===== config.mk =====
export PLATFORM = sky130hd
export DESIGN_NAME = dpbp_regs
export DESIGN_NICKNAME = d
export VERILOG_FILES = /design/src/hw/rtl/depth_pixel_back_projection_core_macros.svh /design/src/hw/rtl/dpbp_pkg.sv /design/src/hw/rtl/dpbp_regs.sv
export SDC_FILE = /design/constraint.sdc
export NUM_CORES = 1
export LEC_CHECK = 0
export ABC_CLOCK_PERIOD_IN_PS = 1800
export BUFFER_PORTS_ARGS = -buffer_cell sky130_fd_sc_hd__clkbuf_2
export CORE_MARGIN = 10
export CORE_UTILIZATION = 45
export CTS_BUF_LIST = sky130_fd_sc_hd__clkbuf_8
export DETAILED_ROUTE_END_ITERATION = 16
export PLACE_DENSITY = 0.72
export SKIP_CTS_REPAIR_TIMING = 1
export SLEW_MARGIN = 15
export SYNTH_ARGS = -nofsm -noshare
export SYNTH_HDL_FRONTEND = slang
export SYNTH_SLANG_ARGS = --single-unit

===== constraint.sdc =====
create_clock -name clk -period 1.8 [get_ports clk]
set_input_delay 0.18 -clock clk [delete_from_list [all_inputs] [get_ports clk]]
set_output_delay 0.18 -clock clk [all_outputs]
set_load 0.02 [all_outputs]

===== src/hw/rtl/depth_pixel_back_projection_core_macros.svh =====
// assertion helpers used by the fifo
`ifndef DEPTH_PIXEL_BACK_PROJECTION_CORE_MACROS_SVH
`define DEPTH_PIXEL_BACK_PROJECTION_CORE_MACROS_SVH

`ifndef SYNTHESIS
// same-cycle implication
`define DPBP_ASSERT_IMPLY(lbl, clk, rst, ante, cons) \
  lbl: assert property (@(posedge clk) disable iff (rst) (ante) |-> (cons)) \
    else $error("dpbp: same-cycle check failed");
// next-cycle implication
`define DPBP_ASSERT_NEXT(lbl, clk, rst, ante, cons) \
  lbl: assert property (@(posedge clk) disable iff (rst) (ante) |=> (cons)) \
    else $error("dpbp: next-cycle check failed");
`else
`define DPBP_ASSERT_IMPLY(lbl, clk, rst, ante, cons)
`define DPBP_ASSERT_NEXT(lbl, clk, rst, ante, cons)
`endif

`endif


===== src/hw/rtl/dpbp_pkg.sv =====
package dpbp_pkg;

  // pixel index handling
  localparam int IDX_BITS   = 12;
  localparam int COORD_BITS = 12;
  localparam int U_BITS     = (COORD_BITS < IDX_BITS) ? COORD_BITS : IDX_BITS;

  // queue between front and back
  localparam int QUEUE_DEPTH  = 4;
  localparam int PTR_W        = $clog2(QUEUE_DEPTH);
  localparam int CNT_W        = $clog2(QUEUE_DEPTH + 1);
  localparam int FRONT_STAGES = 2;

  // register port
  localparam int NUM_REGS = 8;
  localparam int ADDR_W   = $clog2(NUM_REGS) + 3;
  localparam int DATA_W   = 64;

  // register reset values
  localparam logic [31:0] DEPTH_SCALE_RESET = 32'd858993;
  localparam int          MAX_DEPTH_METRES  = 7;
  localparam logic [15:0] MAX_DEPTH_RESET   = 16'(MAX_DEPTH_METRES << 12);

  // datapath widths
  localparam int PROD_W = 48;
  localparam int Z_W    = 20;
  localparam int DU_W   = 17;
  localparam int ZF_W   = 44;
  localparam int CAM_W  = 34;
  localparam int ACC_W  = 52;
  localparam int OUT_W  = 24;

  localparam logic signed [OUT_W-1:0] OUT_MAX = 24'sh7fffff;
  localparam logic signed [OUT_W-1:0] OUT_MIN = 24'sh800000;

  typedef enum logic [2:0] {
    REG_INV_DEPTH_SCALE,
    REG_MAX_DEPTH,
    REG_PRINCIPAL_POINT,
    REG_INV_FOCAL,
    REG_ROT_ROW0,
    REG_ROT_ROW1,
    REG_ROT_ROW2,
    REG_TRANSLATION
  } reg_idx_t;

  typedef struct packed {
    logic [11:0] col;
    logic [11:0] row_idx;
    logic [15:0] depth_raw;
    logic [7:0]  blue_in;
    logic [7:0]  green_in;
    logic [7:0]  red_in;
  } pixel_t;

  typedef struct packed {
    logic signed [OUT_W-1:0] world_x;
    logic signed [OUT_W-1:0] world_y;
    logic signed [OUT_W-1:0] world_z;
    logic [7:0]              blue_out;
    logic [7:0]              green_out;
    logic [7:0]              red_out;
  } point_t;

  typedef struct packed {
    logic [31:0] inv_depth_scale;
    logic [15:0] max_depth;
    logic [31:0] principal_point;
    logic [47:0] inv_focal;
    logic [47:0] rot_row0;
    logic [47:0] rot_row1;
    logic [47:0] rot_row2;
    logic [62:0] translation;
  } cfg_t;

  typedef struct packed {
    logic [7:0] blue;
    logic [7:0] green;
    logic [7:0] red;
  } rgb_t;

  typedef struct packed {
    logic [Z_W-1:0]         z;
    logic signed [DU_W-1:0] du;
    logic signed [DU_W-1:0] dv;
    rgb_t                   rgb;
  } q_item_t;

endpackage


===== src/hw/rtl/dpbp_regs.sv =====
module dpbp_regs (
  input  logic                          clk,
  input  logic                          rst,
  input  logic                          psel,
  input  logic                          penable,
  input  logic                          pwrite,
  input  logic [dpbp_pkg::ADDR_W-1:0]   paddr,
  input  logic [dpbp_pkg::DATA_W-1:0]   pwdata,
  output logic [dpbp_pkg::DATA_W-1:0]   prdata,
  output logic                          pready,
  output dpbp_pkg::cfg_t                cfg
);
  import dpbp_pkg::*;

  logic     wr;
  reg_idx_t idx;

  assign pready = 1'b1;
  assign wr     = psel & penable & pwrite;
  assign idx    = reg_idx_t'(paddr[ADDR_W-1:3]);

  // register writes
  always_ff @(posedge clk) begin
    if (rst) begin
      cfg.inv_depth_scale <= DEPTH_SCALE_RESET;
      cfg.max_depth       <= MAX_DEPTH_RESET;
      cfg.principal_point <= '0;
      cfg.inv_focal       <= '0;
      cfg.rot_row0        <= '0;
      cfg.rot_row1        <= '0;
      cfg.rot_row2        <= '0;
      cfg.translation     <= '0;
    end else if (wr) begin
      unique case (idx)
        REG_INV_DEPTH_SCALE: cfg.inv_depth_scale <= pwdata[31:0];
        REG_MAX_DEPTH:       cfg.max_depth       <= pwdata[15:0];
        REG_PRINCIPAL_POINT: cfg.principal_point <= pwdata[31:0];
        REG_INV_FOCAL:       cfg.inv_focal       <= pwdata[47:0];
        REG_ROT_ROW0:        cfg.rot_row0        <= pwdata[47:0];
        REG_ROT_ROW1:        cfg.rot_row1        <= pwdata[47:0];
        REG_ROT_ROW2:        cfg.rot_row2        <= pwdata[47:0];
        REG_TRANSLATION:     cfg.translation     <= pwdata[62:0];
      endcase
    end
  end

  // read mux
  always_comb begin
    unique case (idx)
      REG_INV_DEPTH_SCALE: prdata = DATA_W'(cfg.inv_depth_scale);
      REG_MAX_DEPTH:       prdata = DATA_W'(cfg.max_depth);
      REG_PRINCIPAL_POINT: prdata = DATA_W'(cfg.principal_point);
      REG_INV_FOCAL:       prdata = DATA_W'(cfg.inv_focal);
      REG_ROT_ROW0:        prdata = DATA_W'(cfg.rot_row0);
      REG_ROT_ROW1:        prdata = DATA_W'(cfg.rot_row1);
      REG_ROT_ROW2:        prdata = DATA_W'(cfg.rot_row2);
      REG_TRANSLATION:     prdata = DATA_W'(cfg.translation);
    endcase
  end

endmodule


==> results_tabular.tex <==
\begin{tabular}{lr}
\hline
Metric & Value \\
\hline
\multicolumn{2}{l}{\textbf{Run status}} \\
Outcome & complete, but fails checks \\
Failing checks & setup timing \\
\multicolumn{2}{l}{\textbf{Synthesis}} \\
Portion of netlist area occupied by mux cells & $\sim$5.7\% \\
Yosys reg bits & between 300 and 400 \\
Count of unique library cells instantiated by Yosys & 35 \\
Synthesized-area fraction occupied by adder cells & 0\% \\
Portion of the post-synthesis area used by sequential elements & approximately 47\% \\
Avg Cell Area, Syn & approximately 7.7 um\^{}2 \\
Post-synthesis compound-gate area fraction & a little under a fifth \\
Cell area after synthesis & between 10,000 and 15,000 um\^{}2 \\
Synthesized netlist cell count & 1,848 \\
Simple logic cell fraction of the synthesized area & approximately 22\% \\
Yosys synthesis warning count & 0 \\
Dominant combinational cell family by area after synthesis & simple AND/OR/NAND/NOR gates \\
Synthesized Nets & 1,923 \\
Synth Area in XOR/XNOR & 0\% \\
\multicolumn{2}{l}{\textbf{Timing}} \\
Count of endpoints failing hold in the final timing report & 0 \\
Number of slew-limit violations in the final report & 0 \\
RSZ-0062 raised after global routing & yes \\
Part of the cycle the worst path needs & 117\% \\
Actual slew at the worst max-slew pin & $\sim$0.55 ns \\
Final setup violating endpoints & 41 \\
Clock period minus final worst setup slack & roughly 2.1 ns \\
Achievable frequency & between 0.4 and 0.5 GHz \\
Worst-case headroom to the max-slew limit & a little over three fifths \\
Final worst hold slack & approximately 0.025 ns \\
Final worst slack & -0.313 ns \\
Final worst clock skew & 0 ns \\
\multicolumn{2}{l}{\textbf{Floorplan}} \\
Ports placed on the boundary & 475 \\
Core region area & 31,500 um\^{}2 \\
Die width & roughly 200 um \\
Height of the die & between 150 and 200 um \\
Starting density of the core & a little under half \\
Std cell rows & 65 \\
Die footprint & $\sim$39,000 um\^{}2 \\
\multicolumn{2}{l}{\textbf{Cells and area}} \\
Share of layout cells above drive strength 1 & between 30\% and 40\% \\
Number of nets in the layout & around 2,500 \\
Largest registers & cfg (335) \\
Synth-to-Final Area Change & 40.1\% \\
Most frequent standard cell in the layout excluding fill and tap cells & nand2\_1 \\
Commonest cells after routing, fill and taps aside & nand2\_1, clkbuf\_2, a21oi\_1, dfxtp\_1, buf\_4 \\
Flip-flop count of the largest register, all copies and words added & 335 \\
Register bank with the most flops & cfg \\
\multicolumn{2}{l}{\textbf{Min path}} \\
Start point of the worst hold path & rst \\
Type of the worst min-delay path & input pin to flip-flop \\
\multicolumn{2}{l}{\textbf{Placement}} \\
Half-perimeter wire length of the detailed placement result & roughly 44,000 um \\
Pre-CTS WS & -0.181 ns \\
Final RePlAce weighted congestion & between 0.9 and 1 \\
Count of port buffers added during placement & between 400 and 500 \\
\multicolumn{2}{l}{\textbf{Setup path}} \\
Register-to-register setup slack & about 1.0 ns \\
Kind of critical path & flip-flop to output pin \\
Required time of the worst setup path & around 1.6 ns \\
Endpoint class of the critical path & output pin \\
Worst Setup SP & cfg[4] \\
Max stage delay cell, worst path & dfxtp\_2 \\
Element type at the critical path start & flip-flop \\
Critical path's largest stage delay & about 0.34 ns \\
Max FO, Critical Path & 3 \\
Cell-by-cell listing of the critical path & mux2\_2, a22o\_1, a221oi\_2, nor2\_1, buf\_4 \\
Arrival @ worst endpoint & just under 2 ns \\
RR Startpoint & cfg[300] \\
\multicolumn{2}{l}{\textbf{Route}} \\
Via density per instance & 5.70 \\
DRT Pass-1 Iters & 9 \\
Routed WL & around 63,000 um \\
Routed wirelength normalized by instance count & 22.2 um \\
Total via count after detailed routing & roughly 16,000 \\
Remaining antenna violation count & 0 \\
Detailed-route DRC error count & 0 \\
First-iteration detailed-routing DRC count & 1,569 \\
\multicolumn{2}{l}{\textbf{Global route}} \\
Maximum number of pins on one net before global-route repair & approximately 70 \\
GR Overflow Total & 0 \\
Number of antenna violations at the first check in global routing & 0 \\
Overall fraction of global-route tracks in use & 29.4\% \\
Wire length of the first global-routing pass & between 90,000 and 100,000 um \\
Vias in the first global route & about 15,000 \\
\multicolumn{2}{l}{\textbf{CTS}} \\
CTS tree & yes \\
Root buf cell & clkbuf\_8 \\
Number of buffers on the longest clock path & 3 \\
Sinks on Clock Net & around 340 \\
Num CTS Buffers & 56 \\
Clk Latency, worst-skew pair & 0.58 ns \\
Clock input transition at the sequential cells of the worst setup and hold paths & 0.06 ns \\
H-tree Lvls & 2 \\
\multicolumn{2}{l}{\textbf{Pwr}} \\
Static leakage & 8.36 nW \\
Power Dens Cells & 795 nW/um\^{}2 \\
Maximum ir drop on the vdd rail & between 0.6 and 0.7 mV \\
Overall power after layout & $\sim$16 mW \\
\multicolumn{2}{l}{\textbf{Flow run}} \\
Max cap viols & 0 \\
\hline
\end{tabular}
==> synth_stat cells <==
cell / instances / share of area [%]
and2_1: 18 / 0.79
mux4_2: 16 / 2.5
or3_1: 3 / 0.13
dfxtp_1: 335 / 47
a211o_1: 1 / 0.061
nand2b_1: 5 / 0.22
inv_1: 23 / 0.60
buf_2: 65 / 2.3
nor2b_1: 16 / 0.70
and2_0: 1 / 0.044
and3_1: 1 / 0.044
buf_4: 18 / 0.94
a22o_1: 40 / 2.4
a21oi_1: 337 / 12
nand4_2: 1 / 0.087
mux2i_1: 18 / 1.3
nand3b_1: 13 / 0.68
a22oi_1: 8 / 0.42
buf_6: 2 / 0.16
a222oi_1: 6 / 0.42
o22a_1: 6 / 0.37
buf_1: 3 / 0.079
o21ai_0: 10 / 0.35
nor3_2: 2 / 0.14
nor2_2: 1 / 0.044
a211oi_1: 10 / 0.52
a221oi_1: 34 / 2.1
clkbuf_1: 82 / 2.2
or2_2: 6 / 0.26
nand2_1: 679 / 18
o22ai_1: 6 / 0.26
mux2_2: 24 / 1.9
conb_1: 2 / 0.052
nor2_1: 55 / 1.4
nand4b_2: 1 / 0.10
==> final cells by class <==
class                   instances  area (um^2)
flip-flops and latches        335         6830
repair buffers                651         4420
well taps                     402          503
clock inverters                29          176
inverters                      23         86.3
multi-input cells            1320         7040
clock buffers                  72          991
fillers                      2650        11400
diodes                          1         2.50
==> worst max-delay path, delay by kind of cell, from the launching register on <==
kind / cells / cell delay [ns]
muxes: 1 / 0.26
DFF: 1 / 0.34
AOI/OAI and AO/OA: 2 / 0.47
buffers and inverters: 1 / 0.17
and+or+nand+nor: 1 / 0.11
==> path summary, 6_finish.rpt <==
path	to	depth (start not counted)
worst min-delay path	cfg[20]	2
worst max-delay path	prdata[4]	5
worst min register to register	cfg[292]	2
worst max register to register	cfg[300]	3
==> kinds of logic (layout without fill, tap and decap cells) <==
kind of cell / Yosys count / count (layout)
flops: 335 / 335
other cells: 2 / 3
mux: 58 / 58
simple gates: 802 / 802
compound gates: 458 / 458
buf+inv: 193 / 775
==> power breakdown <==
part	leakage, nW	internal, mW	switching (mW)
Sequential	2.75	7.47	0.0564
Clock	0.670	3.85	3.11
Combinational	4.94	0.545	0.901
==> per-stage QoR <==
step | instances | cell area (um^2) | utilization, % | setup TNS, ns
final | 2833 | 20100 | 63.7 | -6.09
after global routing | 2832 | 20100 | 63.7 | -9.32
after CTS | 2750 | 18700 | 59.5 | -9.32
after detailed placement | 2649 | 17600 | 55.8 | -9.43
after global placement | 2649 | 17600 | 55.8 | -5.89
after floorplan | 1848 | 14300 | - | 0
==> routing by layer <==
metal / share of wire [%] / GRT usage, % / wire length (um)
met2: 48 / 49.2 / 30300
met3: 11 / 7.45 / 6980
met5: 0 / 0 / 0
met4: 3.4 / 11.1 / 2130
met1: 37 / 35.5 / 23600
Power figures use the tool's default switching activity.
