**src/hw/rtl/depth_pixel_back_projection_core_macros.svh**
```systemverilog
// assertion helpers used by the fifo
`ifndef DEPTH_PIXEL_BACK_PROJECTION_CORE_MACROS_SVH
`define DEPTH_PIXEL_BACK_PROJECTION_CORE_MACROS_SVH

`ifndef SYNTHESIS
// same-cycle implication
`define DPBP_ASSERT_IMPLY(lbl, clk, rst, ante, cons) \
  lbl: assert property (@(posedge clk) disable iff (rst) (ante) |-> (cons)) \
    else $error("dpbp: same-cycle check failed");
// next-cycle implication
`define DPBP_ASSERT_NEXT(lbl, clk, rst, ante, cons) \
  lbl: assert property (@(posedge clk) disable iff (rst) (ante) |=> (cons)) \
    else $error("dpbp: next-cycle check failed");
`else
`define DPBP_ASSERT_IMPLY(lbl, clk, rst, ante, cons)
`define DPBP_ASSERT_NEXT(lbl, clk, rst, ante, cons)
`endif

`endif

```
**src/hw/rtl/dpbp_pkg.sv**
```systemverilog
package dpbp_pkg;

  // pixel index handling
  localparam int IDX_BITS   = 12;
  localparam int COORD_BITS = 12;
  localparam int U_BITS     = (COORD_BITS < IDX_BITS) ? COORD_BITS : IDX_BITS;

  // queue between front and back
  localparam int QUEUE_DEPTH  = 4;
  localparam int PTR_W        = $clog2(QUEUE_DEPTH);
  localparam int CNT_W        = $clog2(QUEUE_DEPTH + 1);
  localparam int FRONT_STAGES = 2;

  // register port
  localparam int NUM_REGS = 8;
  localparam int ADDR_W   = $clog2(NUM_REGS) + 3;
  localparam int DATA_W   = 64;

  // register reset values
  localparam logic [31:0] DEPTH_SCALE_RESET = 32'd858993;
  localparam int          MAX_DEPTH_METRES  = 7;
  localparam logic [15:0] MAX_DEPTH_RESET   = 16'(MAX_DEPTH_METRES << 12);

  // datapath widths
  localparam int PROD_W = 48;
  localparam int Z_W    = 20;
  localparam int DU_W   = 17;
  localparam int ZF_W   = 44;
  localparam int CAM_W  = 34;
  localparam int ACC_W  = 52;
  localparam int OUT_W  = 24;

  localparam logic signed [OUT_W-1:0] OUT_MAX = 24'sh7fffff;
  localparam logic signed [OUT_W-1:0] OUT_MIN = 24'sh800000;

  typedef enum logic [2:0] {
    REG_INV_DEPTH_SCALE,
    REG_MAX_DEPTH,
    REG_PRINCIPAL_POINT,
    REG_INV_FOCAL,
    REG_ROT_ROW0,
    REG_ROT_ROW1,
    REG_ROT_ROW2,
    REG_TRANSLATION
  } reg_idx_t;

  typedef struct packed {
    logic [11:0] col;
    logic [11:0] row_idx;
    logic [15:0] depth_raw;
    logic [7:0]  blue_in;
    logic [7:0]  green_in;
    logic [7:0]  red_in;
  } pixel_t;

  typedef struct packed {
    logic signed [OUT_W-1:0] world_x;
    logic signed [OUT_W-1:0] world_y;
    logic signed [OUT_W-1:0] world_z;
    logic [7:0]              blue_out;
    logic [7:0]              green_out;
    logic [7:0]              red_out;
  } point_t;

  typedef struct packed {
    logic [31:0] inv_depth_scale;
    logic [15:0] max_depth;
    logic [31:0] principal_point;
    logic [47:0] inv_focal;
    logic [47:0] rot_row0;
    logic [47:0] rot_row1;
    logic [47:0] rot_row2;
    logic [62:0] translation;
  } cfg_t;

  typedef struct packed {
    logic [7:0] blue;
    logic [7:0] green;
    logic [7:0] red;
  } rgb_t;

  typedef struct packed {
    logic [Z_W-1:0]         z;
    logic signed [DU_W-1:0] du;
    logic signed [DU_W-1:0] dv;
    rgb_t                   rgb;
  } q_item_t;

endpackage

```
**src/hw/rtl/dpbp_fifo.sv**
```systemverilog
`include "depth_pixel_back_projection_core_macros.svh"

module dpbp_fifo (
  input  logic                         clk,
  input  logic                         rst,
  input  logic                         push,
  input  dpbp_pkg::q_item_t            push_item,
  output logic                         head_valid,
  output dpbp_pkg::q_item_t            head_item,
  output logic [dpbp_pkg::CNT_W-1:0]   count
);
  import dpbp_pkg::*;

  q_item_t          entries [QUEUE_DEPTH];
  logic [PTR_W-1:0] wr_ptr;
  logic [PTR_W-1:0] rd_ptr;
  logic             pop;
  logic             full;

  // the back end never stalls, so the head leaves as soon as it is there
  assign head_valid = count != '0;
  assign pop        = head_valid;
  assign head_item  = entries[rd_ptr];
  assign full       = count == CNT_W'(QUEUE_DEPTH);

  // pointers and fill count
  always_ff @(posedge clk) begin
    if (rst) begin
      wr_ptr <= '0;
      rd_ptr <= '0;
      count  <= '0;
    end else begin
      if (push) begin
        wr_ptr <= (wr_ptr == PTR_W'(QUEUE_DEPTH - 1)) ? '0 : wr_ptr + PTR_W'(1);
      end
      if (pop) begin
        rd_ptr <= (rd_ptr == PTR_W'(QUEUE_DEPTH - 1)) ? '0 : rd_ptr + PTR_W'(1);
      end
      if (push && !pop) begin
        count <= count + CNT_W'(1);
      end else if (pop && !push) begin
        count <= count - CNT_W'(1);
      end
    end
  end

  // entry storage
  always_ff @(posedge clk) begin
    if (push) begin
      entries[wr_ptr] <= push_item;
    end
  end

  `DPBP_ASSERT_IMPLY(a_push_not_full, clk, rst, push, !full)
  `DPBP_ASSERT_NEXT(a_count_up, clk, rst, push && !pop, count == $past(count) + CNT_W'(1))
  `DPBP_ASSERT_NEXT(a_count_down, clk, rst, pop && !push, count == $past(count) - CNT_W'(1))

endmodule

```
**config.mk**
```make
export PLATFORM = sky130hd
export DESIGN_NAME = dpbp_fifo
export DESIGN_NICKNAME = d
export VERILOG_FILES = /design/src/hw/rtl/dpbp_pkg.sv /design/src/hw/rtl/dpbp_fifo.sv
export VERILOG_INCLUDE_DIRS = /design/src /design/src/hw/rtl
export SDC_FILE = /design/constraint.sdc
export NUM_CORES = 1
export LEC_CHECK = 0
export BUFFER_PORTS_ARGS = -buffer_cell sky130_fd_sc_hd__buf_2
export CAP_MARGIN = 40
export CORE_ASPECT_RATIO = 0.75
export CORE_MARGIN = 2
export CORE_UTILIZATION = 30
export CTS_CLUSTER_SIZE = 28
export DETAILED_ROUTE_END_ITERATION = 10
export PLACE_DENSITY_LB_ADDON = 0.3
export SLEW_MARGIN = 20
export SYNTH_ARGS = -nofsm -noshare
export SYNTH_HDL_FRONTEND = slang
export SYNTH_SLANG_ARGS = --single-unit
```
**constraint.sdc**
```tcl
create_clock -name clk -period 2.67 [get_ports clk]
set_input_delay 0.267 -clock clk [delete_from_list [all_inputs] [get_ports clk]]
set_output_delay 0.267 -clock clk [all_outputs]
set_load 0.01 [all_outputs]
```
==> results of run 1 <==
==> registers in the layout, indices dropped and copies added (netlist names), named ones only <==
name and cells:
wr_ptr 2, entries 312, rd_ptr 2, count 3
==> routing by layer <==
metal,track usage (%),up-vias
li1,-,2489
met1,13.5,2911
met2,20.2,130
met3,3.20,39
met4,3.71,0
met5,0,-
==> worst max path at each step <==
stage                                start                       to  slack [ps]  cells past startpoint
floorplan           wr_ptr[0]$_SDFFE_PP0P_  entries[3][0]$_DFFE_PP_         710                      2
global placement                  register            head_item[44]         750                      3
detailed placement                register            head_item[52]         720                      3
CTS                               register            head_item[52]         150                      3
global route                      register            head_item[52]         120                      3
finish                            register            head_item[52]         250                      3
==> worst reg2reg max path: stages (launching register included) <==
cell and delay, ps:
dfxtp_1 360, nor3_1 530, ha_1 310, o21ai_0 100
a21o_1 190, mux2_4 300
==> Yosys cell counts <==
library cell  count  area [um^2]
a21oi_1           3         15.0
buf_2             4         20.0
buf_6             1         11.3
clkbuf_1          6         22.5
xor2_1            2         17.5
nor2b_1           1         6.26
mux2_4            1         15.0
dfxtp_1           9          180
buf_4             5         37.5
ha_1              6         75.1
buf_12            3         60.1
inv_1             4         15.0
mux4_2           78         1760
o21ai_0           2         10.0
or3_1             3         18.8
nor2_1            5         18.8
edfxtp_1        312         9370
and2_1            4         25.0
nand2_1           1         3.75
mux2i_1           2         20.0
a21o_1            1         7.51
nor3b_1           1         7.51
nor3_1            1         5.00
==> stage by stage <==
stage / cell area, um^2 / power (mW) / utilization [%]
2_1_floorplan: 11700 / 7.90 / -
3_3_place_gp: 13200 / 8.88 / 34.3
3_5_place_dp: 13200 / 8.93 / 34.3
4_1_cts: 15100 / 13.7 / 39.2
5_1_grt: 15100 / 14.1 / 39.2
6_report: 15100 / 13.4 / 39.2
==> cell usage in the layout (no fill, tap or decap), types with 2 or more instances in the layout <==
master / netlist / routed
buf_2: 4 / 162
buf_4: 5 / 4
nor2_1: 5 / 5
a21oi_1: 3 / 3
mux2i_1: 2 / 2
dfxtp_4: 0 / 2
dlygate4sd3_1: 0 / 78
bufinv_16: 0 / 3
xor2_1: 2 / 2
or3_1: 3 / 3
clkinv_2: 0 / 4
o21ai_0: 2 / 2
inv_1: 4 / 4
and2_4: 0 / 4
mux4_2: 78 / 78
clkinv_1: 0 / 7
clkbuf_16: 0 / 37
ha_1: 6 / 6
clkinvlp_4: 0 / 3
clkbuf_1: 6 / 4
dfxtp_1: 9 / 7
buf_12: 3 / 6
edfxtp_1: 312 / 312
==> layout make-up <==
cell class | instances | share of cell area, %
sequential | 321 | 63.4
clock buffer | 41 | 6.24
multi-input combinational | 111 | 13.4
tap | 512 | 4.25
antenna | 1 | 0.0166
timing repair buffer | 250 | 11.6
clock inverter | 17 | 1.05
inverter | 4 | 0.0996
==> power by group through the flow <==
| stage | combinational [mW] | sequential, mW | clock, mW |
|---|---|---|---|
| 2_1_floorplan | 1.96 | 5.94 | 0 |
| 6_report | 2.84 | 5.99 | 4.60 |
| 5_1_grt | 3.09 | 6.03 | 4.96 |
| 3_3_place_gp | 2.79 | 6.09 | 0 |
| 3_5_place_dp | 2.81 | 6.11 | 0 |
| 4_1_cts | 2.92 | 6.01 | 4.76 |
==> kinds of logic (layout without fill, tap and decap cells) <==
logic type / count (synthesis) / count (layout) / share of synthesized area (%)
flops: 321 / 321 / 81.5
mux: 81 / 81 / 15.3
buf+inv: 23 / 312 / 1.42
simple gates: 16 / 16 / 0.726
fa+ha+maj: 6 / 6 / 0.641
compound gates: 6 / 6 / 0.278
xor+xnor: 2 / 2 / 0.150
other cells: 0 / 1 / 0
==> key figures, run 1 <==
Clock network
  • Root buffer cell: clkbuf_16
  • Post-cts resize count: 0
  • Postcts setup bufs: 0
  • Worst-Skew Late Latency: 510 ps
  • Clock transition at the registers of the reported paths: 60 ps
  • CTS Hold Bufs: 78
  • CTS Sinks: 321
  • H-tree depth: 2
  • CTS tree: done
  • Max clock buf depth: 3
  • Total CTS buffers: 34

Pwr
  • Clock share of power: 34.2%
  • Net Sw Power: 3.39 mW
  • Power per cell area: 891 nW/um^2
  • P_int: 10.0 mW
  • Pleak: 5.08 nW
  • VDD IR-drop max: 558 uV
  • Comb pwr share: 21.1%
  • Flop pwr share: 44.6%
  • Switching Share: 25.3%

Worst setup path
  • Arr. time, crit path: 2150 ps
  • Flop2flop setup slack: 770 ps
  • Slowest stage delay, CP: 810 ps
  • FF-to-FF Start: count[0]$_SDFFE_PP0P_
  • Reg2reg end: count[2]$_SDFFE_PP0P_
  • CP Max Fanout: 41
  • Type of origin of the critical path: register
  • CP required: 2400 ps
  • R2r worst-path depth: 5
  • Setup crit end kind: output port
  • CP max stage cell: dfxtp_4
  • Family with the most delay on the worst path: flip-flops
  • WP buf/inv: 2
  • CP Class: register to output port
  • Critical path cell sequence: buf_4 -> mux4_2 -> buf_2

Hold path
  • Hold Crit Class: primary input to register
  • Worst hold start: rst
  • Hold path endpoint: count[1]$_SDFFE_PP0P_
  • Cells on Worst Hold Path: 2

Detailed routing
  • Routed length on met1: 9.45 mm
  • WL met2: 11.9 mm
  • Wire length on met3: 1.20 mm
  • Via/cell ratio: 4.43
  • Final wirelength: 23.1 mm
  • DRT Pass-1 Iters: 4
  • Antenna Violating Nets Remaining: 0
  • Drt initial violations: 302
  • Drt wl/cell: 18.4 um
  • Via count: 5569
  • DR top layer: met4
  • Number of remaining DRC errors: 0

Global route
  • Largest net degree at the start of global routing: 79
  • Antenna violations before repair: 2
  • Total track usage: 11.5%
  • Vias in the first global route: 6211
  • Gr ovfl total: 0
  • First-pass GRT wire length: 35.2 mm

Layout
  • Area of the multi-input gates: 2010 um^2
  • Share of layout cells above drive strength 1: 40.9%
  • Area growth syn-to-layout: 28.6%
  • Final nets: 809
  • Fillcell total: 3442
  • FF+latch area: 9560 um^2
  • Final non-filler cell total: 1257

Timing
  • Period utilization: 90.6%
  • Worst slew margin: 53.0%
  • Unrepaired setup endpoints after global routing: no
  • Final Hold Fails: 0
  • Hold Slack: 51.0 ps
  • Min cycle time layout: 2420 ps
  • Final setup skew: 10.6 ps
  • # setup viols final: 0
  • Worst Max-Slew Pin Slew: 705 ps
  • Highest clock rate: 0.413 GHz
  • Max-slew violations: 0
  • Worst setup margin: 251 ps
  • Setup TNS: 0 ps

Place
  • Port-buffer cells: 162
  • Dpl hpwl: 13.4 mm
  • Gpl congestion: 0.695
  • Post-Place Setup Slack: 716 ps
  • DP Cell Count: 1120

Die
  • # rows: 62
  • I/O pin count: 163
  • Placeable Area: 38400 um^2
  • Die Height: 175 um
  • Initial Util: 30.5%
  • Die width: 232 um
  • Die area: 40700 um^2

Synth
  • Yosys warning count: 0
  • Mapped Area: 11700 um^2
  • Syn_area_per_cell: 25.8 um^2
  • Post-synthesis sequential area ratio: 81.5%
  • Synth Register Bits: 321
  • Unique masters post-synth: 23
  • Syn nets: 542
  • Post-Syn Instances: 455

Run
  • Max-cap violations: 0

Outcome
  • Outcome: complete, no violations
No activity file was read; power rests on OpenSTA's default activity.
==> run 2: changes to the inputs <==
- clock period: 2.67 -> 2 ns (I/O delays scaled with it)
==> run 2 against run 1 <==
  * The flow now finishes with violations (setup timing)
  * Final cell count up 1.4%
  * Routed wire length is 12% higher
  * Via count up 3.9%
  * Sequential power rose by 31%
  * Clock power up 30%
  * Global-route usage grew 1.2 points
  * Power is 44% higher
  * Highest routed layer unchanged
==> key figures, run 2 (synthesis gave the netlist of run 1 again) <==
Pwr
  • VDD IR-drop max: 781 uV
  • Final Total Pwr: 19.3 mW
  • Power per cell area: 1220 nW/um^2
  • Pleak: 5.36 nW

Worst setup path
  • Arr. time, crit path: 1950 ps
  • Setup crit end kind: output port
  • Type of origin of the critical path: register
  • CP Class: register to output port
  • CP Max Fanout: 6
  • CP required: 1800 ps

Outcome
  • Failing checks: setup timing
  • Outcome: complete, but fails checks

Timing
  • Worst slew margin: 71.1%
  • # setup viols final: 78
  • Final Hold Fails: 0
  • Final setup skew: 20.0 ps
  • Period utilization: 107%
  • Hold Slack: 94.6 ps
  • Max-slew violations: 0
  • Min cycle time layout: 2150 ps
  • Setup TNS: -7380 ps
  • Worst Max-Slew Pin Slew: 434 ps
  • Worst setup margin: -149 ps
  • Highest clock rate: 0.465 GHz
  • Unrepaired setup endpoints after global routing: yes

Place
  • Gpl congestion: 0.724
  • Dpl hpwl: 13.9 mm
  • Port-buffer cells: 162

Layout
  • Most flops, register: entries
  • Commonest non-fill, non-tap cell in the layout: edfxtp_1
  • # diodes: 0
  • Final nets: 826
  • Share of layout cells above drive strength 1: 42.3%
  • Largest registers: entries (312), count (3)
  • Area growth syn-to-layout: 34.4%
  • Area of the multi-input gates: 2010 um^2
  • Max FFs per register: 312
  • Commonest cells after routing, fill and taps aside: 312 x edfxtp_1, 103 x buf_2, 79 x dlygate4sd3_1, 78 x mux4_2, 60 x buf_6
  • Fillcell total: 3351
  • FF+latch area: 9560 um^2

Detailed routing
  • Drt initial violations: 326
  • Number of remaining DRC errors: 0
  • Via count: 5784
  • Final wirelength: 25.8 mm
  • Drt wl/cell: 20.2 um
  • Antenna Violating Nets Remaining: 0
  • DRT Pass-1 Iters: 4
  • Via/cell ratio: 4.54

Die
  • Initial Util: 30.5%
  • Die Height: 175 um
  • Die area: 40700 um^2
  • I/O pin count: 163
  • Placeable Area: 38400 um^2
  • Die width: 232 um
  • # rows: 62

Clock network
  • Clock transition at the registers of the reported paths: 60 ps
  • Root buffer cell: clkbuf_16
  • CTS Sinks: 321
  • Total CTS buffers: 34
  • Max clock buf depth: 3
  • Worst-Skew Late Latency: 520 ps
  • H-tree depth: 2
  • CTS tree: done

Hold path
  • Hold Crit Class: primary input to register

Global route
  • Total track usage: 12.7%
  • Vias in the first global route: 6431
  • First-pass GRT wire length: 38.4 mm
  • Antenna violations before repair: 0
  • Gr ovfl total: 0
  • Largest net degree at the start of global routing: 54

Run
  • Max-cap violations: 0
## run 2: layer usage
metal | share of wire (%) | GRT usage (%) | up-vias
met2 | 50 | 21.4 | 131
met3 | 4.8 | 3.28 | 54
met4 | 2.3 | 3.87 | 0
met5 | 0 | 0 | -
met1 | 43 | 16.1 | 3067
li1 | - | - | 2532
## run 2: final cells by class
| class | instances | area share (%) |
|---|---|---|
| clock buffer | 41 | 5.77 |
| inverter | 4 | 0.0953 |
| multi-input combinational | 111 | 12.8 |
| clock inverter | 19 | 0.922 |
| tap | 512 | 4.07 |
| sequential | 321 | 60.7 |
| timing repair buffer | 267 | 15.7 |
## run 2: critical path, stage by stage, from the launching register on
cell       delay (ps)
dfxtp_4           390
buf_12            160
clkbuf_16         190
mux4_2            540
buf_6             140
## run 2: through the flow
stage / util (%) / worst slack, ps / instances / area (um^2)
after global routing: 41.0 / -227 / 1275 / 15700
after floorplan: - / 38.2 / 455 / 11700
after global placement: 34.4 / 297 / 1123 / 13200
final: 41.0 / -149 / 1275 / 15700
after CTS: 40.6 / -196 / 1272 / 15600
after detailed placement: 34.4 / 284 / 1123 / 13200
## run 2: worst paths after layout
kind | from | end | slack, ps | cells after the start
max | register | head_item[42] | -150 | 4
min | push | wr_ptr[1]$_SDFFE_PP0P_ | 90 | 3
max reg2reg | count[0]$_SDFFE_PP0P_ | count[2]$_SDFFE_PP0P_ | 320 | 5
min reg2reg | rd_ptr[0]$_SDFFE_PP0P_ | register | 490 | 2
## run 2: what timing repair did
action / in CTS / in global routing
gates resized for setup: 57 / 17
gates cloned: 6 / 3
pin swaps: 0 / 0
hold buffers: 79 / 0
setup endpoints to repair: 78 / 78
hold endpoints to repair: 319 / 0
buffers inserted: 4 / 0
## run 2: power by group
group	leakage [nW]	switching [mW]	total, mW	internal [mW]
Combinational	1.90	2.41	5.46	3.05
Clock	0.524	2.49	5.98	3.49
Sequential	2.94	0.117	7.84	7.72
Total	5.36	5.01	19.3	14.3
