<file path="src/hw/rtl/depth_pixel_back_projection_core_macros.svh">
// assertion helpers used by the fifo
`ifndef DEPTH_PIXEL_BACK_PROJECTION_CORE_MACROS_SVH
`define DEPTH_PIXEL_BACK_PROJECTION_CORE_MACROS_SVH

`ifndef SYNTHESIS
// same-cycle implication
`define DPBP_ASSERT_IMPLY(lbl, clk, rst, ante, cons) \
  lbl: assert property (@(posedge clk) disable iff (rst) (ante) |-> (cons)) \
    else $error("dpbp: same-cycle check failed");
// next-cycle implication
`define DPBP_ASSERT_NEXT(lbl, clk, rst, ante, cons) \
  lbl: assert property (@(posedge clk) disable iff (rst) (ante) |=> (cons)) \
    else $error("dpbp: next-cycle check failed");
`else
`define DPBP_ASSERT_IMPLY(lbl, clk, rst, ante, cons)
`define DPBP_ASSERT_NEXT(lbl, clk, rst, ante, cons)
`endif

`endif

</file>
<file path="src/hw/rtl/dpbp_pkg.sv">
package dpbp_pkg;

  // pixel index handling
  localparam int IDX_BITS   = 12;
  localparam int COORD_BITS = 12;
  localparam int U_BITS     = (COORD_BITS < IDX_BITS) ? COORD_BITS : IDX_BITS;

  // queue between front and back
  localparam int QUEUE_DEPTH  = 4;
  localparam int PTR_W        = $clog2(QUEUE_DEPTH);
  localparam int CNT_W        = $clog2(QUEUE_DEPTH + 1);
  localparam int FRONT_STAGES = 2;

  // register port
  localparam int NUM_REGS = 8;
  localparam int ADDR_W   = $clog2(NUM_REGS) + 3;
  localparam int DATA_W   = 64;

  // register reset values
  localparam logic [31:0] DEPTH_SCALE_RESET = 32'd858993;
  localparam int          MAX_DEPTH_METRES  = 7;
  localparam logic [15:0] MAX_DEPTH_RESET   = 16'(MAX_DEPTH_METRES << 12);

  // datapath widths
  localparam int PROD_W = 48;
  localparam int Z_W    = 20;
  localparam int DU_W   = 17;
  localparam int ZF_W   = 44;
  localparam int CAM_W  = 34;
  localparam int ACC_W  = 52;
  localparam int OUT_W  = 24;

  localparam logic signed [OUT_W-1:0] OUT_MAX = 24'sh7fffff;
  localparam logic signed [OUT_W-1:0] OUT_MIN = 24'sh800000;

  typedef enum logic [2:0] {
    REG_INV_DEPTH_SCALE,
    REG_MAX_DEPTH,
    REG_PRINCIPAL_POINT,
    REG_INV_FOCAL,
    REG_ROT_ROW0,
    REG_ROT_ROW1,
    REG_ROT_ROW2,
    REG_TRANSLATION
  } reg_idx_t;

  typedef struct packed {
    logic [11:0] col;
    logic [11:0] row_idx;
    logic [15:0] depth_raw;
    logic [7:0]  blue_in;
    logic [7:0]  green_in;
    logic [7:0]  red_in;
  } pixel_t;

  typedef struct packed {
    logic signed [OUT_W-1:0] world_x;
    logic signed [OUT_W-1:0] world_y;
    logic signed [OUT_W-1:0] world_z;
    logic [7:0]              blue_out;
    logic [7:0]              green_out;
    logic [7:0]              red_out;
  } point_t;

  typedef struct packed {
    logic [31:0] inv_depth_scale;
    logic [15:0] max_depth;
    logic [31:0] principal_point;
    logic [47:0] inv_focal;
    logic [47:0] rot_row0;
    logic [47:0] rot_row1;
    logic [47:0] rot_row2;
    logic [62:0] translation;
  } cfg_t;

  typedef struct packed {
    logic [7:0] blue;
    logic [7:0] green;
    logic [7:0] red;
  } rgb_t;

  typedef struct packed {
    logic [Z_W-1:0]         z;
    logic signed [DU_W-1:0] du;
    logic signed [DU_W-1:0] dv;
    rgb_t                   rgb;
  } q_item_t;

endpackage

</file>
<file path="src/hw/rtl/dpbp_front.sv">
module dpbp_front (
  input  logic                         clk,
  input  logic                         rst,
  input  logic                         start,
  output logic                         busy,
  input  dpbp_pkg::pixel_t             pixel,
  input  dpbp_pkg::cfg_t               cfg,
  input  logic [dpbp_pkg::CNT_W-1:0]   q_count,
  output logic                         push,
  output dpbp_pkg::q_item_t            push_item
);
  import dpbp_pkg::*;

  localparam int PEND_W = CNT_W + 1;

  logic               accept;
  logic [PEND_W-1:0]  pending;
  logic               s1_valid;
  pixel_t             s1_pixel;
  logic               s2_valid;
  pixel_t             s2_pixel;
  logic [PROD_W-1:0]  s2_prod;
  logic [PROD_W-1:0]  prod;
  logic [PROD_W-1:0]  limit;
  logic               keep;
  logic [35:0]        z_sum;
  logic [IDX_BITS-1:0] u;
  logic [IDX_BITS-1:0] v;

  // hold off when the queue could not take every item in flight
  assign pending = PEND_W'(q_count) + PEND_W'(s1_valid) + PEND_W'(s2_valid);
  assign busy    = pending >= PEND_W'(QUEUE_DEPTH);
  assign accept  = start & ~busy;

  // depth scaling product
  assign prod = PROD_W'(s1_pixel.depth_raw) * PROD_W'(cfg.inv_depth_scale);

  // stage valids
  always_ff @(posedge clk) begin
    if (rst) begin
      s1_valid <= 1'b0;
      s2_valid <= 1'b0;
    end else begin
      s1_valid <= accept;
      s2_valid <= s1_valid;
    end
  end

  // stage payload
  always_ff @(posedge clk) begin
    if (accept) begin
      s1_pixel <= pixel;
    end
    if (s1_valid) begin
      s2_pixel <= s1_pixel;
      s2_prod  <= prod;
    end
  end

  // classify: no measurement or beyond the far limit is dropped
  assign limit = {12'd0, cfg.max_depth, 20'd0};
  assign keep  = (s2_prod != '0) && (s2_prod <= limit);
  assign push  = s2_valid & keep;

  // camera z and offsets from the principal point
  assign z_sum = s2_prod[35:0] + 36'h8000;
  assign u     = IDX_BITS'(s2_pixel.col[U_BITS-1:0]);
  assign v     = IDX_BITS'(s2_pixel.row_idx[U_BITS-1:0]);

  always_comb begin
    push_item.z         = z_sum[35:16];
    push_item.du        = $signed({1'b0, u, 4'b0000})
                          - $signed({1'b0, cfg.principal_point[15:0]});
    push_item.dv        = $signed({1'b0, v, 4'b0000})
                          - $signed({1'b0, cfg.principal_point[31:16]});
    push_item.rgb.blue  = s2_pixel.blue_in;
    push_item.rgb.green = s2_pixel.green_in;
    push_item.rgb.red   = s2_pixel.red_in;
  end

endmodule

</file>
<file path="config.mk">
export PLATFORM = sky130hd
export DESIGN_NAME = dpbp_front
export DESIGN_NICKNAME = d
export VERILOG_FILES = /design/src/hw/rtl/depth_pixel_back_projection_core_macros.svh /design/src/hw/rtl/dpbp_pkg.sv /design/src/hw/rtl/dpbp_front.sv
export SDC_FILE = /design/constraint.sdc
export NUM_CORES = 1
export LEC_CHECK = 0
export BUFFER_PORTS_ARGS = -buffer_cell sky130_fd_sc_hd__buf_2
export CORE_ASPECT_RATIO = 1.75
export CORE_MARGIN = 2
export CORE_UTILIZATION = 54
export DETAILED_ROUTE_END_ITERATION = 7
export GPL_TIMING_DRIVEN = 0
export PLACE_DENSITY = 0.79
export SKIP_LAST_GASP = 1
export SLEW_MARGIN = 30
export SYNTH_ARGS = -nofsm -noshare
export SYNTH_HDL_FRONTEND = slang
export SYNTH_SLANG_ARGS = --single-unit
</file>
<file path="constraint.sdc">
create_clock -name clk -period 8.6 [get_ports clk]
set_input_delay 0.86 -clock clk [delete_from_list [all_inputs] [get_ports clk]]
set_output_delay 0.86 -clock clk [all_outputs]
set_load 0.005 [all_outputs]
</file>
==> results of run 1 <==
[metrics by stage]
stage	setup slack [ps]	instance area [um2]	std cells	util, %
6_report	1290	26000	3237	60.2
5_1_grt	1050	26000	3235	60.2
4_1_cts	1360	26000	3235	60.2
3_5_place_dp	1030	25400	3203	58.8
3_3_place_gp	1020	25400	3201	58.7
2_1_floorplan	2180	23500	2406	-
[worst max-delay path, stage by stage (launching register included)]
cell       delay, ps
edfxtp_1         770
clkbuf_1         700
nand2_1          160
fa_1             520
inv_1             60
fa_1             490
inv_1             50
fa_1             540
inv_1             50
fa_1             480
fa_1             510
inv_1             50
fa_1             480
inv_1             40
ha_1             370
nand4_1          120
a21oi_1          180
nand3_1          140
a2111oi_2        550
nor2_1           170
o2111ai_1        290
a31oi_1          140
xnor2_1          260
[cell usage in the layout, fill, tap and decap left out, types with 59 or more instances in the layout]
| cell type | netlist | routed |
|---|---|---|
| xnor2_1 | 59 | 59 |
| edfxtp_1 | 160 | 160 |
| clkbuf_1 | 85 | 85 |
| fa_1 | 418 | 418 |
| nand2_1 | 355 | 355 |
| and2_1 | 216 | 215 |
| a21oi_1 | 73 | 73 |
| buf_2 | 1 | 230 |
| ha_1 | 164 | 164 |
| inv_1 | 514 | 514 |
[how the worst max path moves through the flow]
| stage | from | slack, ps | depth (start not counted) | to |
|---|---|---|---|---|
| 2_1_floorplan | cfg[313] | 2180 | 19 | s2_prod[36] |
| 3_3_place_gp | cfg[310] | 1020 | 23 | s2_prod[47] |
| 3_5_place_dp | cfg[313] | 1030 | 20 | s2_prod[44] |
| 4_1_cts | s1_pixel[33] | 1360 | 22 | s2_prod[47] |
| 5_1_grt | s1_pixel[31] | 1050 | 22 | s2_prod[47] |
| 6_report | s1_pixel[33] | 1290 | 22 | s2_prod[47] |
[cell type report]
class	count	area, um2	share of cell area (%)
multi-input cells	1611	16100	62.1
well taps	566	708	2.72
plain buffers	119	589	2.27
repair buffers	231	1200	4.62
clock inverters	15	163	0.625
flip-flops and latches	162	4850	18.6
diodes	2	5.00	0.0192
clock buffers	17	425	1.64
inverters	514	1930	7.42
[layer usage]
layer | up-vias | track usage, % | wire, um
met5 | - | 0 | 0
li1 | 7894 | - | -
met3 | 344 | 6.16 | 5830
met1 | 9113 | 35.8 | 23800
met2 | 988 | 55.6 | 35300
met4 | 0 | 26.4 | 6840
[cell families (layout without fill, tap and decap cells)]
kind of cell / after synthesis / count (layout) / share of synthesized area, %
and+or+nand+nor: 723 / 723 / 14.9
other: 0 / 2 / 0
muxes: 1 / 1 / 0.0426
xor gates and xnor gates: 85 / 85 / 3.17
AOI/OAI and AO/OA: 220 / 220 / 6.22
buffers and inverters: 633 / 896 / 10.7
adders and majority gates: 582 / 582 / 44.3
DFF: 162 / 162 / 20.6
[state kept, by name (all words and copies together), names as in the netlist]
signal     cells
v             12
u             12
s1_valid       1
s2_valid       1
s1_pixel      64
s2_prod       48
push_item     24
==> metrics.md, run 1 <==
| Metric | Value |
|---|---|
| Row count | `101` |
| Per-cell routed wire length | `22.2 um` |
| Critical path peak fanout | `10` |
| Yosys reg bits | `162` |
| First-pass GRT wire length | `109,000 um` |
| Highest clock rate | `137 MHz` |
| CTS tree | `built` |
| DRC | `0` |
| Layout cells sized above 1 | `11.9%` |
| DR vias/cell | `5.67` |
| DIE HEIGHT | `280 um` |
| Clock Path Buffers | `2` |
| Core area | `43,200 um2` |
| Iter 0 DRT Violations | `1,299` |
| Later-pin clock latency in the skew report | `470 ps` |
| GRT overflow | `0` |
| Syn Inst Count | `2,406` |
| Setup bufs post-CTS | `0` |
| Hold Buf Count CTS | `0` |
| Most used DFF post-synth | `edfxtp_1` |
| Clock root cell | `clkbuf_16` |
| Fin. max-slew vios | `0` |
| Setup crit end kind | `flip-flop` |
| Clk slew on worst S/H paths | `90 ps` |
| Number of flops mapped to enable cells by yosys | `160` |
| Synth top area cells | `fa_1, edfxtp_1, ha_1, inv_1, and2_1` |
| DIE WIDTH | `162 um` |
| Reg2Reg Depth | `22` |
| # setup viols final | `0` |
| GP Congestion | `1.07` |
| Data arrival, critical path | `7570 ps` |
| Number of cells on the worst hold path | `0` |
| Worst Skew | `27.7 ps` |
| Antenna violations before repair | `3` |
| CTS sink count | `162` |
| Tcrit/Tclk final | `85.0%` |
| Number of global-route vias before repair | `19,700` |
| Synthesis-to-finish area growth | `10.7%` |
| Critical path class | `flip-flop to flip-flop` |
| Startpoint class of the critical path | `flip-flop` |
| Synth Cell Area | `23,500 um2` |
| H-tree Lvls | `4` |
| Top-count cell post-synth | `inv_1` |
| Number of port buffers | `229` |
| Count of cells resized by post-cts repair | `0` |
| Reg2Reg Launch Point | `s1_pixel[33]` |
| Post-route setup TNS | `0 ps` |
| Vias | `18,300` |
| Post-layout minimum cycle time | `7310 ps` |
| Worst Hold Launch | `s1_pixel[62]` |
| FF-to-FF End | `s2_prod[47]` |
| Post-synth top area share | `35.6%` |
| Required @ worst endpoint | `8860 ps` |
| Max cap viols | `0` |
| Starting Density | `54.4%` |
| Fin nets | `3,643` |
| Synthesis warning total | `0` |
| FFs w/ async S/R, synth | `0%` |
| ANT nets after route | `0` |
| Largest net degree at the start of global routing | `52` |
| Cell taking the most area after synthesis | `fa_1` |
| GRT Overall Usage | `32.8%` |
| RSZ-0062 raised after global routing | `false` |
| Final Hold Fails | `0` |
| WHS | `414 ps` |
| First-pass iteration count of the detailed router | `7` |
| Detail Placement HPWL | `59,900 um` |
| R2R Setup Slk | `1290 ps` |
| I/O pin total | `485` |
| Hold Path Class | `flip-flop to flip-flop` |
| Max transition margin | `38.1%` |
| Total CTS buffers | `17` |
| Sequential share of the synthesized area | `20.6%` |
| Syn Area/Cell | `9.77 um2` |
| Syn Nets | `3,393` |
| Drt total wl | `71,800 um` |
| Status | `completed` |
| Least-Margin Pin Slew | `928 ps` |
| Die area | `45,300 um2` |
| Unique masters post-synth | `69` |
| FILL cells | `3,717` |
| Top post-synthesis cells by count | `inv_1, fa_1, nand2_1` |
| Worst Hold Path EP | `u[10]` |
Power of run 1 is left out: the tool's default activity adds up to more than one toggle a clock period on the data nets, which glitch-free logic cannot reach.
==> inputs of run 2 (changes only) <==
- clock period: 8.6 -> 7.5 ns (I/O delays scaled with it)
==> metrics.md, run 2 (synthesis gave the netlist of run 1 again) <==
| Metric | Value |
|---|---|
| Status | `completed` |
| Number of port buffers | `229 (unchanged)` |
| Number of global-route vias before repair | `19,700 (+0.010%)` |
| Antenna violations before repair | `3 (unchanged)` |
| Layout cells sized above 1 | `12.0% (+0.075 points)` |
| Clk slew on worst S/H paths | `90 ps (about the same)` |
| CP Capture Point | `s2_prod[42]` |
| Clock Path Buffers | `2 (unchanged)` |
| Core area | `43,200 um2 (unchanged)` |
| Reg2Reg Depth | `21 (-4.5%)` |
| Setup ws final | `238 ps (-1050 ps)` |
| Critical path class | `flip-flop to flip-flop` |
| DIE HEIGHT | `280 um (unchanged)` |
| Setup bufs post-CTS | `0 (unchanged)` |
| Later-pin clock latency in the skew report | `470 ps (about the same)` |
| Vias | `18,300 (-0.32%)` |
| Per-cell routed wire length | `22.2 um (+0.17%)` |
| First-pass iteration count of the detailed router | `5 (-2)` |
| Highest clock rate | `138 MHz (+0.64%)` |
| CP cell instances | `clkbuf_1 -> nand2_1 -> fa_1 -> inv_1 -> fa_1 -> fa_1 -> fa_1 -> fa_1 -> inv_1 -> fa_1 -> inv_1 -> ha_1 -> buf_6 -> nand2_1 -> nor2_2 -> nand4_1 -> or4_4 -> o2111ai_2 -> a31oi_2 -> o31ai_1 -> xor2_1` |
| Crit path top cell by count | `fa_1` |
| Critical Path Stages | `21 (-4.5%)` |
| Max cap viols | `0 (unchanged)` |
| Post-place setup slack | `36.2 ps (-990 ps)` |
| Most common cell after layout, fill and taps aside | `inv_1` |
| Post-route setup TNS | `0 ps (unchanged)` |
| First-pass GRT wire length | `109,000 um (about the same)` |
| CP delay by family, top | `adder cells` |
| Clock root cell | `clkbuf_16` |
| GP Congestion | `1.07 (unchanged)` |
| CTS sink count | `162 (unchanged)` |
| Count of cells resized by post-cts repair | `0 (unchanged)` |
| Worst Path Buf+Inv | `5 (-1)` |
| CTS tree | `built` |
| Hold Buf Count CTS | `0 (unchanged)` |
| Hold Path Class | `flip-flop to flip-flop` |
| Crit path largest cell delay | `770 ps (about the same)` |
| Critical path peak fanout | `10 (unchanged)` |
| FILL cells | `3,716 (-0.027%)` |
| FF-to-FF End | `s2_prod[42]` |
| Setup crit end kind | `flip-flop` |
| RSZ-0062 raised after global routing | `false` |
| Startpoint class of the critical path | `flip-flop` |
| Critical Path Source | `s1_pixel[33]` |
| H-tree Lvls | `4 (unchanged)` |
| ANT nets after route | `0 (unchanged)` |
| Detail Placement HPWL | `59,900 um (unchanged)` |
| DRC | `0 (unchanged)` |
| Total CTS buffers | `17 (unchanged)` |
| GRT Overall Usage | `32.8% (unchanged)` |
| I/O pin total | `485 (unchanged)` |
| Largest net degree at the start of global routing | `52 (unchanged)` |
| Starting Density | `54.4% (unchanged)` |
| Worst Skew | `26.8 ps (-0.878 ps)` |
| Max reg flops | `64 (unchanged)` |
| Die area | `45,300 um2 (unchanged)` |
| Row count | `101 (unchanged)` |
| Tcrit/Tclk final | `96.8% (+12 points)` |
| Least-Margin Pin Slew | `955 ps (+26.9 ps)` |
| Slowest CP cell | `edfxtp_1` |
| Top reg by flops | `s1_pixel` |
| Iter 0 DRT Violations | `1,304 (+0.38%)` |
| Max transition margin | `36.3% (-1.8 points)` |
| Drt total wl | `71,900 um (+0.14%)` |
| Data arrival, critical path | `7450 ps (-120 ps)` |
| GRT overflow | `0 (unchanged)` |
| # setup viols final | `0 (unchanged)` |
| Fin nets | `3,643 (unchanged)` |
| Reg2Reg Launch Point | `s1_pixel[33]` |
| Most frequent cells in the layout | `inv_1, fa_1, nand2_1` |
| Synthesis-to-finish area growth | `10.7% (unchanged)` |
| Fin. max-slew vios | `0 (unchanged)` |
| R2R Setup Slk | `240 ps (-1050 ps)` |
| Post-layout minimum cycle time | `7260 ps (-46.5 ps)` |
| DR vias/cell | `5.65 (-0.29%)` |
| DIE WIDTH | `162 um (unchanged)` |
| Final Hold Fails | `0 (unchanged)` |
| Required @ worst endpoint | `7690 ps (-1170 ps)` |
==> run 2: cell count changes in the layout (fill, tap and decap cells not counted) <==
cell / change
clkbuf_2: +2
diode_2: -1
clkbuf_1: -2
==> run 2: worst reg2reg max path, stage by stage, from the launching register on <==
cell       delay (ps)
edfxtp_1          770
clkbuf_1          680
nand2_1           160
fa_1              530
inv_1              60
fa_1              480
fa_1              660
fa_1              490
fa_1              540
inv_1              60
fa_1              490
inv_1              50
ha_1              280
buf_6             140
nand2_1            80
nor2_2            110
nand4_1           150
or4_4             460
o2111ai_2         240
a31oi_2           170
o31ai_1           310
xor2_1            120
==> run 2: per-stage QoR <==
stage	instances	util, %	cell area [um2]	hold slack (ps)
floorplan	2406	-	23500	400
global placement	3201	58.7	25400	402
detailed placement	3203	58.8	25400	406
CTS	3235	60.2	26000	415
global route	3235	60.2	26000	422
finish	3236	60.2	26000	411
==> run 2: cell type report <==
class	instances	area, um2	share of cell area [%]
clock inverter	15	163	0.625
tap	566	708	2.72
clock buffer	17	425	1.64
sequential	162	4850	18.6
antenna	1	2.50	0.00962
timing repair buffer	231	1200	4.62
inverter	514	1930	7.42
buffer	119	592	2.28
multi-input combinational	1611	16100	62.1
==> run 2: per-layer routing <==
layer / track usage (%) / vias to the layer above / wire length [um]
met1: 35.8 / 9042 / 23900
li1: - / 7891 / -
met5: 0 / - / 0
met4: 26.3 / 0 / 6840
met2: 55.7 / 997 / 35400
met3: 6.16 / 350 / 5790
==> run 2: worst min-delay path by stage <==
stage | depth (start not counted) | slack (ps) | end | startpoint
4_1_cts | 0 | 420 | v[6] | s1_pixel[46]
6_report | 0 | 410 | u[10] | s1_pixel[62]
2_1_floorplan | 0 | 400 | push_item[0] | s1_pixel[0]
3_5_place_dp | 0 | 410 | push_item[13] | s1_pixel[13]
5_1_grt | 0 | 420 | v[6] | s1_pixel[46]
3_3_place_gp | 0 | 400 | push_item[1] | s1_pixel[1]
Power of run 2 is left out for the same reason.
